==> src/rtl/core/scdc_pkg.sv <==
// ----------------------------------------------------------------------------
// Straight cell drive controller package
// Shared codes and fixed constants for the straight cell move controller.
// ----------------------------------------------------------------------------
package scdc_pkg;

    // Width of a motor power result.
    localparam int POWER_W        = 16;
    // Width of the cruise speed register.
    localparam int CRUISE_W       = 12;
    // Width of the configuration register index.
    localparam int CFG_INDEX_W    = 3;
    // Width of the move phase code.
    localparam int PHASE_W        = 2;
    localparam int NUM_WHEELS     = 4;

    // Move phase codes.
    localparam logic [PHASE_W-1:0] PH_IDLE  = 2'd0;
    localparam logic [PHASE_W-1:0] PH_MOVE  = 2'd1;
    localparam logic [PHASE_W-1:0] PH_LFWD  = 2'd2;
    localparam logic [PHASE_W-1:0] PH_LBACK = 2'd3;

    // Configuration register indices.
    localparam logic [CFG_INDEX_W-1:0] CFG_CRUISE_SPEED   = 3'd0;
    localparam logic [CFG_INDEX_W-1:0] CFG_TRAVEL_COUNTS  = 3'd1;
    localparam logic [CFG_INDEX_W-1:0] CFG_STOP_DISTANCE  = 3'd2;
    localparam logic [CFG_INDEX_W-1:0] CFG_FRONT_LIMIT    = 3'd3;
    localparam logic [CFG_INDEX_W-1:0] CFG_SIDE_THRESHOLD = 3'd4;
    localparam logic [CFG_INDEX_W-1:0] CFG_SIDE_TARGET    = 3'd5;
    localparam logic [CFG_INDEX_W-1:0] CFG_LEVEL_TARGET   = 3'd6;
    localparam logic [CFG_INDEX_W-1:0] CFG_WALL_HOLD      = 3'd7;

    // Wheel positions in the encoder and power arrays.
    localparam int WHEEL_FR = 0;
    localparam int WHEEL_FL = 1;
    localparam int WHEEL_BR = 2;
    localparam int WHEEL_BL = 3;

    // Register reset values.
    localparam int RST_CRUISE_SPEED   = 1200;
    localparam int RST_TRAVEL_COUNTS  = 810;
    localparam int RST_STOP_DISTANCE  = 70;
    localparam int RST_FRONT_LIMIT    = 220;
    localparam int RST_SIDE_THRESHOLD = 300;
    localparam int RST_SIDE_TARGET    = 100;
    localparam int RST_LEVEL_TARGET   = 25;
    localparam int RST_WALL_HOLD      = 30;

    // Gains, offsets and limits.
    localparam int ENC_GAIN     = 4;
    localparam int SIDE_GAIN    = 10;
    localparam int LEVEL_OFFSET = 10;
    localparam int LEVEL_GAIN   = 20;
    localparam int LEVEL_CLAMP  = 1000;
    localparam int POWER_MAX    = 32767;

endpackage

==> src/rtl/core/straight_cell_drive_controller_core.sv <==
// ----------------------------------------------------------------------------
// Straight cell drive controller core
// Drives one straight cell move per control tick stream: encoder and wall
// corrections on the cruise speed, move end detection and front wall levelling.
// ----------------------------------------------------------------------------
//
//  Channel  Direction  Handshake                 Carries
//  -------  ---------  ------------------------  ---------------------------------
//  in       sink       i_in_valid / o_in_ready   start flag, 4 encoders, 3 ranges
//  out      source     o_out_valid / i_out_ready 4 motor powers, running, phase
//  cfg      sink       i_cfg_valid / o_cfg_ready register index and write data
//
//  One tick is transferred per cycle while the output is not stalled; a result
//  is presented once its input has passed the input register, then the state
//  and result register. The rate is set by the single update of the held state.
//  The synchronous active-low reset loads the register defaults, returns the
//  phase to idle and clears baselines, wall counters and powers.
//  A stalled output holds both stages; the configuration port is always ready.
//
module straight_cell_drive_controller_core #(
    parameter int ENCODER_WIDTH    = 16,
    parameter int RANGE_WIDTH      = 13,
    parameter int TICK_COUNT_WIDTH = 8,
    localparam int CfgW0 = (ENCODER_WIDTH > RANGE_WIDTH) ? ENCODER_WIDTH : RANGE_WIDTH,
    localparam int CfgW1 = (CfgW0 > TICK_COUNT_WIDTH) ? CfgW0 : TICK_COUNT_WIDTH,
    localparam int CFG_DATA_WIDTH = (CfgW1 > scdc_pkg::CRUISE_W) ? CfgW1 : scdc_pkg::CRUISE_W
) (
    input  logic                                 i_clk,
    input  logic                                 i_rst_n,

    input  logic                                 i_in_valid,
    output logic                                 o_in_ready,
    input  logic                                 i_start_req,
    input  logic [ENCODER_WIDTH-1:0]             i_enc_front_right,
    input  logic [ENCODER_WIDTH-1:0]             i_enc_front_left,
    input  logic [ENCODER_WIDTH-1:0]             i_enc_back_right,
    input  logic [ENCODER_WIDTH-1:0]             i_enc_back_left,
    input  logic [RANGE_WIDTH-1:0]               i_front_range,
    input  logic [RANGE_WIDTH-1:0]               i_right_range,
    input  logic [RANGE_WIDTH-1:0]               i_left_range,

    output logic                                 o_out_valid,
    input  logic                                 i_out_ready,
    output logic signed [scdc_pkg::POWER_W-1:0]  o_power_front_right,
    output logic signed [scdc_pkg::POWER_W-1:0]  o_power_front_left,
    output logic signed [scdc_pkg::POWER_W-1:0]  o_power_back_right,
    output logic signed [scdc_pkg::POWER_W-1:0]  o_power_back_left,
    output logic                                 o_running,
    output logic [scdc_pkg::PHASE_W-1:0]         o_phase,

    input  logic                                 i_cfg_valid,
    output logic                                 o_cfg_ready,
    input  logic [scdc_pkg::CFG_INDEX_W-1:0]     i_cfg_index,
    input  logic [CFG_DATA_WIDTH-1:0]            i_cfg_data
);

    localparam int EW = ENCODER_WIDTH;
    localparam int RW = RANGE_WIDTH;
    localparam int TW = TICK_COUNT_WIDTH;
    localparam int PW = scdc_pkg::POWER_W;
    localparam int NW = scdc_pkg::NUM_WHEELS;
    // Arithmetic width: encoder terms need EW+3 bits, side terms RW+5, plus headroom.
    localparam int AW = ((EW + 3 > RW + 5) ? EW + 3 : RW + 5) + 3;

    // ---------------------------------------------------------------- config
    logic [scdc_pkg::CRUISE_W-1:0] r_cruise_speed;
    logic [EW-1:0]                 r_travel_counts;
    logic [RW-1:0]                 r_stop_distance;
    logic [RW-1:0]                 r_front_wall_limit;
    logic [RW-1:0]                 r_side_wall_threshold;
    logic [RW-1:0]                 r_side_target;
    logic [RW-1:0]                 r_leveling_target;
    logic [TW-1:0]                 r_wall_hold_count;

    assign o_cfg_ready = 1'b1;

    always_ff @(posedge i_clk) begin
        if (!i_rst_n) begin
            r_cruise_speed        <= scdc_pkg::CRUISE_W'(scdc_pkg::RST_CRUISE_SPEED);
            r_travel_counts       <= EW'(scdc_pkg::RST_TRAVEL_COUNTS);
            r_stop_distance       <= RW'(scdc_pkg::RST_STOP_DISTANCE);
            r_front_wall_limit    <= RW'(scdc_pkg::RST_FRONT_LIMIT);
            r_side_wall_threshold <= RW'(scdc_pkg::RST_SIDE_THRESHOLD);
            r_side_target         <= RW'(scdc_pkg::RST_SIDE_TARGET);
            r_leveling_target     <= RW'(scdc_pkg::RST_LEVEL_TARGET);
            r_wall_hold_count     <= TW'(scdc_pkg::RST_WALL_HOLD);
        end else if (i_cfg_valid) begin
            unique case (i_cfg_index)
                scdc_pkg::CFG_CRUISE_SPEED:   r_cruise_speed <= i_cfg_data[scdc_pkg::CRUISE_W-1:0];
                scdc_pkg::CFG_TRAVEL_COUNTS:  r_travel_counts <= i_cfg_data[EW-1:0];
                scdc_pkg::CFG_STOP_DISTANCE:  r_stop_distance <= i_cfg_data[RW-1:0];
                scdc_pkg::CFG_FRONT_LIMIT:    r_front_wall_limit <= i_cfg_data[RW-1:0];
                scdc_pkg::CFG_SIDE_THRESHOLD: r_side_wall_threshold <= i_cfg_data[RW-1:0];
                scdc_pkg::CFG_SIDE_TARGET:    r_side_target <= i_cfg_data[RW-1:0];
                scdc_pkg::CFG_LEVEL_TARGET:   r_leveling_target <= i_cfg_data[RW-1:0];
                scdc_pkg::CFG_WALL_HOLD:      r_wall_hold_count <= i_cfg_data[TW-1:0];
                default: begin
                end
            endcase
        end
    end

    // ----------------------------------------------------------- input stage
    logic          r_s1_valid;
    logic          r_s1_start;
    logic [EW-1:0] r_s1_enc [NW];
    logic [RW-1:0] r_s1_front;
    logic [RW-1:0] r_s1_right;
    logic [RW-1:0] r_s1_left;

    logic          r_out_valid;
    logic          out_free;
    logic          s2_adv;
    logic          in_xfer;

    assign out_free   = !r_out_valid || i_out_ready;
    assign s2_adv     = r_s1_valid && out_free;
    assign o_in_ready = !r_s1_valid || out_free;
    assign in_xfer    = i_in_valid && o_in_ready;

    always_ff @(posedge i_clk) begin
        if (!i_rst_n) begin
            r_s1_valid <= 1'b0;
        end else if (in_xfer) begin
            r_s1_valid <= 1'b1;
        end else if (s2_adv) begin
            r_s1_valid <= 1'b0;
        end
    end

    always_ff @(posedge i_clk) begin
        if (in_xfer) begin
            r_s1_start                    <= i_start_req;
            r_s1_enc[scdc_pkg::WHEEL_FR]  <= i_enc_front_right;
            r_s1_enc[scdc_pkg::WHEEL_FL]  <= i_enc_front_left;
            r_s1_enc[scdc_pkg::WHEEL_BR]  <= i_enc_back_right;
            r_s1_enc[scdc_pkg::WHEEL_BL]  <= i_enc_back_left;
            r_s1_front                    <= i_front_range;
            r_s1_right                    <= i_right_range;
            r_s1_left                     <= i_left_range;
        end
    end

    // ------------------------------------------------------------ held state
    logic [scdc_pkg::PHASE_W-1:0] r_phase;
    logic [EW-1:0]                r_base [NW];
    logic [TW-1:0]                r_right_ticks;
    logic [TW-1:0]                r_left_ticks;
    logic signed [PW-1:0]         r_power [NW];
    logic                         r_running;

    logic [scdc_pkg::PHASE_W-1:0] n_phase;
    logic [EW-1:0]                n_base [NW];
    logic [TW-1:0]                n_right_ticks;
    logic [TW-1:0]                n_left_ticks;
    logic signed [PW-1:0]         n_power [NW];
    logic                         n_running;

    // Truncating division towards zero, as the control law expects.
    function automatic logic signed [AW-1:0] half_tz(input logic signed [AW-1:0] v);
        logic signed [AW-1:0] adj;
        adj = $signed({{(AW-1){1'b0}}, v[AW-1]});
        return (v + adj) >>> 1;
    endfunction

    function automatic logic signed [AW-1:0] quarter_tz(input logic signed [AW-1:0] v);
        logic signed [AW-1:0] adj;
        adj = $signed({{(AW-2){1'b0}}, v[AW-1], v[AW-1]});
        return (v + adj) >>> 2;
    endfunction

    function automatic logic signed [PW-1:0] sat_power(input logic signed [AW-1:0] v);
        logic signed [AW-1:0] lim;
        lim = $signed(AW'(scdc_pkg::POWER_MAX));
        if (v > lim) begin
            return PW'(lim);
        end else if (v < -lim) begin
            return PW'(-lim);
        end
        return v[PW-1:0];
    endfunction

    logic signed [EW-1:0] rel [NW];
    logic signed [AW-1:0] fr, fl, br, bl;
    logic signed [AW-1:0] err_fb, err_lr, err_side, side_corr;
    logic signed [AW-1:0] avg, sp;
    logic signed [AW-1:0] front_s, right_s, left_s, target_s, limit_s, lvl_t_s;
    logic signed [AW-1:0] lvl_d, lvl_raw, lvl_clamped, lvl_lim;
    logic                 rc_gt, rc_lt, lc_gt, lc_lt;
    logic                 move_end;

    always_comb begin
        for (int k = 0; k < NW; k++) begin
            n_base[k] = r_s1_start ? r_s1_enc[k] : r_base[k];
            rel[k]    = $signed(r_s1_enc[k] - n_base[k]);
        end
        fr = AW'(rel[scdc_pkg::WHEEL_FR]);
        fl = AW'(rel[scdc_pkg::WHEEL_FL]);
        br = AW'(rel[scdc_pkg::WHEEL_BR]);
        bl = AW'(rel[scdc_pkg::WHEEL_BL]);

        err_fb = (half_tz(fl + fr) - half_tz(bl + br)) * $signed(AW'(scdc_pkg::ENC_GAIN));
        err_lr = (half_tz(bl + fl) - half_tz(br + fr)) * $signed(AW'(scdc_pkg::ENC_GAIN));

        front_s  = $signed(AW'(r_s1_front));
        right_s  = $signed(AW'(r_s1_right));
        left_s   = $signed(AW'(r_s1_left));
        target_s = $signed(AW'(r_side_target));
        limit_s  = $signed(AW'(r_front_wall_limit));
        lvl_t_s  = $signed(AW'(r_leveling_target));

        // Wall counters saturate at all ones and clear as soon as the wall is lost.
        if (r_s1_right < r_side_wall_threshold) begin
            n_right_ticks = (&r_right_ticks) ? r_right_ticks : r_right_ticks + TW'(1);
        end else begin
            n_right_ticks = '0;
        end
        if (r_s1_left < r_side_wall_threshold) begin
            n_left_ticks = (&r_left_ticks) ? r_left_ticks : r_left_ticks + TW'(1);
        end else begin
            n_left_ticks = '0;
        end

        rc_gt = n_right_ticks > r_wall_hold_count;
        rc_lt = n_right_ticks < r_wall_hold_count;
        lc_gt = n_left_ticks > r_wall_hold_count;
        lc_lt = n_left_ticks < r_wall_hold_count;

        if (rc_gt && lc_gt) begin
            side_corr = (right_s - left_s) * $signed(AW'(scdc_pkg::SIDE_GAIN));
        end else if (rc_lt && lc_gt) begin
            side_corr = (target_s - left_s) * $signed(AW'(scdc_pkg::SIDE_GAIN));
        end else if (rc_gt && lc_lt) begin
            side_corr = (right_s - target_s) * $signed(AW'(scdc_pkg::SIDE_GAIN));
        end else begin
            side_corr = '0;
        end
        err_side = -side_corr;

        sp       = $signed(AW'(r_cruise_speed));
        avg      = quarter_tz(fr + fl + br + bl);
        move_end = (avg > $signed(AW'(r_travel_counts))) || (r_s1_front < r_stop_distance);

        n_phase   = r_s1_start ? scdc_pkg::PH_MOVE : r_phase;
        n_running = 1'b1;
        for (int k = 0; k < NW; k++) begin
            n_power[k] = r_power[k];
        end

        unique case (n_phase)
            scdc_pkg::PH_IDLE: begin
                n_running = 1'b0;
            end
            scdc_pkg::PH_MOVE: begin
                n_power[scdc_pkg::WHEEL_FR] = sat_power(sp - err_fb + err_lr + err_side);
                n_power[scdc_pkg::WHEEL_FL] = sat_power(sp - err_fb - err_lr - err_side);
                n_power[scdc_pkg::WHEEL_BR] = sat_power(sp + err_fb + err_lr + err_side);
                n_power[scdc_pkg::WHEEL_BL] = sat_power(sp + err_fb - err_lr - err_side);
                if (move_end) begin
                    for (int k = 0; k < NW; k++) begin
                        n_power[k] = '0;
                    end
                    if (front_s > limit_s) begin
                        n_running = 1'b0;
                        n_phase   = scdc_pkg::PH_IDLE;
                    end else if (front_s > lvl_t_s) begin
                        n_phase = scdc_pkg::PH_LFWD;
                    end else begin
                        n_phase = scdc_pkg::PH_LBACK;
                    end
                end
            end
            default: begin
            end
        endcase

        // Levelling runs in the same tick in which the move ends.
        if (n_phase == scdc_pkg::PH_LFWD) begin
            lvl_d = front_s - $signed(AW'(scdc_pkg::LEVEL_OFFSET));
        end else begin
            lvl_d = front_s + $signed(AW'(scdc_pkg::LEVEL_OFFSET));
        end
        lvl_raw = (lvl_d - lvl_t_s) * $signed(AW'(scdc_pkg::LEVEL_GAIN));
        lvl_lim = $signed(AW'(scdc_pkg::LEVEL_CLAMP));
        if (lvl_raw > lvl_lim) begin
            lvl_clamped = lvl_lim;
        end else if (lvl_raw < -lvl_lim) begin
            lvl_clamped = -lvl_lim;
        end else begin
            lvl_clamped = lvl_raw;
        end

        if ((n_phase == scdc_pkg::PH_LFWD && (lvl_d < lvl_t_s || lvl_d > limit_s)) ||
            (n_phase == scdc_pkg::PH_LBACK && (lvl_d > lvl_t_s || lvl_d > limit_s))) begin
            n_running = 1'b0;
            n_phase   = scdc_pkg::PH_IDLE;
        end else if (n_phase == scdc_pkg::PH_LFWD || n_phase == scdc_pkg::PH_LBACK) begin
            for (int k = 0; k < NW; k++) begin
                n_power[k] = lvl_clamped[PW-1:0];
            end
        end
    end

    // The held state doubles as the result register: it only moves when the
    // previous result has been taken.
    always_ff @(posedge i_clk) begin
        if (!i_rst_n) begin
            r_out_valid   <= 1'b0;
            r_phase       <= scdc_pkg::PH_IDLE;
            r_right_ticks <= '0;
            r_left_ticks  <= '0;
            r_running     <= 1'b0;
            for (int k = 0; k < NW; k++) begin
                r_base[k]  <= '0;
                r_power[k] <= '0;
            end
        end else begin
            if (s2_adv) begin
                r_out_valid   <= 1'b1;
                r_phase       <= n_phase;
                r_right_ticks <= n_right_ticks;
                r_left_ticks  <= n_left_ticks;
                r_running     <= n_running;
                for (int k = 0; k < NW; k++) begin
                    r_base[k]  <= n_base[k];
                    r_power[k] <= n_power[k];
                end
            end else if (i_out_ready) begin
                r_out_valid <= 1'b0;
            end
        end
    end

    assign o_out_valid         = r_out_valid;
    assign o_power_front_right = r_power[scdc_pkg::WHEEL_FR];
    assign o_power_front_left  = r_power[scdc_pkg::WHEEL_FL];
    assign o_power_back_right  = r_power[scdc_pkg::WHEEL_BR];
    assign o_power_back_left   = r_power[scdc_pkg::WHEEL_BL];
    assign o_running           = r_running;
    assign o_phase             = r_phase;

endmodule

==> config.mk <==
export PLATFORM = sky130hd
export DESIGN_NAME = straight_cell_drive_controller_core
export DESIGN_NICKNAME = d
export VERILOG_FILES = /design/src/rtl/core/scdc_pkg.sv /design/src/rtl/core/straight_cell_drive_controller_core.sv
export SDC_FILE = /design/constraint.sdc
export NUM_CORES = 2
export LEC_CHECK = 0
export ABC_AREA = 1
export BUFFER_PORTS_ARGS = -buffer_cell sky130_fd_sc_hd__buf_2
export CORE_MARGIN = 8
export CORE_UTILIZATION = 55
export CTS_CLUSTER_SIZE = 14
export DETAILED_ROUTE_END_ITERATION = 12
export GPL_TIMING_DRIVEN = 1
export PLACE_DENSITY_LB_ADDON = 0.1
export SYNTH_ARGS = -nofsm -noshare
export SYNTH_HDL_FRONTEND = slang
export SYNTH_SLANG_ARGS = --single-unit
==> constraint.sdc <==
create_clock -name i_clk -period 36.5 [get_ports i_clk]
set_clock_uncertainty 0.05 [all_clocks]
set_input_delay 3.65 -clock i_clk [delete_from_list [all_inputs] [get_ports i_clk]]
set_output_delay 3.65 -clock i_clk [all_outputs]
set_load 0.02 [all_outputs]
==> reports/metrics.csv <==
stage;metric;value;unit
yosys;Mapped Cells;5931;
final_layout;commonest non-fill, non-tap cells in the layout;1249 x nand2_1, 1068 x inv_1, 544 x ha_1;
clocking;Root Buffer;clkbuf_16;
place;number of port buffers;196;
grt;total congestion overflow;0;
clocking;total CTS buffers;42;
timing;Hold Worst Slack;413;ps
setup_path;crit path DAT;14960;ps
timing;Slew Viols, Final;0;
worst_hold_path;Hold Crit Class;register to register;
routing;final WL;130000;um
die;full die area;85900;sq um
routing;drt first pass iters;7;
timing;worst slew pin tran;1020;ps
routing;met2 WL;61500;um
yosys;Yosys top cell by area;edfxtp_1;
final_layout;synthesis-to-layout area growth;7.81;%
status;status;finished clean;
final_layout;layout cells sized above 1;5.50;%
routing;top sig layer;met5;
routing;DRC Markers;0;
die;die width;293;um
clocking;TritonCTS clock tree;built;
timing;RSZ-0062 raised after global routing;no;
routing;Routed wire per std cell;18.2;um
timing;Period minus WS final;14700;ps
final_layout;fillers;7404;
yosys;Async S/R FF share, synth;0;%
yosys;Yosys cell types;63;
yosys;Syn Nets;6719;
final_layout;area taken by multi-input logic gates;28400;sq um
yosys;Synth warnings;0;
grt;largest net degree at the start of global routing;94;
yosys;top-area cell type share of the netlist area;16.5;%
final_layout;leading cell type in the layout, fill and taps excluded;nand2_1;
setup_path;Max stage delay on crit path;490;ps
routing;Metal-1 WL;57100;um
die;die height;293;um
final_layout;antenna fix cells;0;
grt;number of global-route vias before repair;36479;
final_layout;final instance area;45500;sq um
yosys;synth top area cells;edfxtp_1 16%, ha_1 16%, nand2_1 11%, inv_1 9.5%, xor2_1 5.9%;
clocking;CTS clk-pin slew, worst paths;50;ps
setup_path;Worst Path Required;36760;ps
yosys;Post-synth EDFFs;232;
clocking;clk_lat worst skew;580;ps
clocking;Resize count post-CTS;0;
die;Initial Util;55.6;%
setup_path;crit-path max FO;27;
setup_path;most used cell along the critical path;nand2_1;
grt;initial antenna violation count;2;
yosys;Synth Flop Type;edfxtp_1;
yosys;synthesized flop and latch total;354;
timing;f_max;68.0;MHz
final_layout;sequential cell area;9410;sq um
timing;slew margin rel.;31.9;%
timing;Tcrit/Tclk final;40.3;%
routing;met3 routed wirelength;6460;um
clocking;H-tree depth;2;
setup_path;CP Class;register to register;
place;gpl congestion;0.989;
routing;1st-iter DRT viols;2883;
timing;Finish-stage setup viols;0;
setup_path;Critical Path Source Type;register;
timing;Final Hold Fails;0;
routing;DRT antenna net count;0;
final_layout;Layout Nets;6900;
setup_path;Slowest cell on crit path;fa_1;
die;core area;75900;sq um
routing;post-DR vias/cell;5.42;
clocking;Post-CTS Hold Buffers;0;
timing;setup TNS;0;ps
clocking;Clock Tree Buf Depth;3;
yosys;Mapped Area;42200;sq um
place;DP Wirelength;110000;um
grt;first-pass GRT wire length;201000;um
die;io pins;198;
place;dpl cell area;44300;sq um
routing;Vias;38896;
yosys;sequential fraction of the synthesis area;22.3;%
clocking;Clock Sinks;354;
yosys;Avg Synthesized Cell Area;7.12;sq um
die;standard-cell row count;101;
run;max_cap viols;0;
clocking;# Post-CTS Setup Buffers;0;
setup_path;critical path endpoint category;register;
grt;Total GRT Usage;29.3;%
metal layers:
metal | vias up | GRT usage [%]
met5 | - | 0
met4 | 2 | 10.4
met3 | 220 | 3.20
met2 | 1004 | 50.7
met1 | 17921 | 37.7
li1 | 19749 | -
sequential cells by signal, summed over array words and instances, names as in the netlist, 12 cells and up:
register,flops
r_s1_enc,64
r_front_wall_limit,13
r_travel_counts,16
r_stop_distance,13
r_s1_left,13
r_s1_front,13
r_s1_right,13
r_leveling_target,13
r_power,64
r_cruise_speed,12
r_side_target,13
r_base,64
r_side_wall_threshold,13
metrics by stage:
stage	worst slack, ps	instances	util (%)
2_1_floorplan	23370	5931	-
3_3_place_gp	22230	7098	58.3
3_5_place_dp	21870	7098	58.3
4_1_cts	21820	7176	60.0
5_1_grt	20210	7176	60.0
6_report	21800	7176	60.0
kinds of logic after synthesis:
logic type / synth area share, %
other: 0.00888
and+or+nand+nor: 24.0
DFF: 22.3
adders and majority gates: 21.6
xor gates and xnor gates: 7.60
AOI/OAI and AO/OA: 12.7
buffers and inverters: 10.4
muxes: 1.42
worst max-delay path: cells and delay by family (launching register included):
kind / cells / cell delay (ps)
compound gates: 20 / 3470
xor+xnor: 5 / 970
fa+ha+maj: 9 / 3110
buf+inv: 13 / 1530
flops: 1 / 310
simple gates: 43 / 4980
final timing paths:
kind	endpoint	cells after the start	slack, ps	start
max reg2reg	r_power[2][4]	90	21800	r_s1_start
min reg2reg	r_travel_counts[2]	2	410	r_travel_counts[2]
min	r_travel_counts[2]	2	410	r_travel_counts[2]
max	r_power[2][4]	90	21800	r_s1_start
Yosys cell counts (7+ instances only):
| master | n |
|---|---|
| o211ai_1 | 47 |
| a31oi_1 | 21 |
| fa_1 | 116 |
| o21a_1 | 15 |
| o21ai_1 | 10 |
| o22ai_1 | 8 |
| mux2i_1 | 60 |
| xnor2_1 | 78 |
| edfxtp_1 | 232 |
| o21bai_1 | 39 |
| nor4_1 | 20 |
| nand2_2 | 10 |
| xor2_1 | 285 |
| nor2_2 | 9 |
| nand3_2 | 11 |
| o21ai_0 | 245 |
| a21boi_0 | 27 |
| or2_2 | 9 |
| clkbuf_1 | 51 |
| a21o_1 | 34 |
| o31ai_1 | 9 |
| a211oi_1 | 12 |
| nand3b_1 | 18 |
| inv_2 | 7 |
| nor2_1 | 520 |
| buf_2 | 14 |
| nand2_1 | 1249 |
| nand3_1 | 342 |
| a21oi_1 | 437 |
| buf_4 | 7 |
| nand4_1 | 102 |
| inv_1 | 1071 |
| ha_1 | 544 |
| a22oi_1 | 9 |
| nor3_1 | 78 |
| dfxtp_1 | 122 |
area by class of cell:
class                   instances  area share (%)
clock buffers                  58            2.44
clock inverters                20           0.283
inverters                    1079            8.91
multi-input cells            4421            62.4
flip-flops and latches        354            20.7
well taps                    1030            2.83
repair buffers                214            2.45
Power is left out: the tool's default activity adds up to more than one toggle a clock period on the data nets, which glitch-free logic cannot reach.
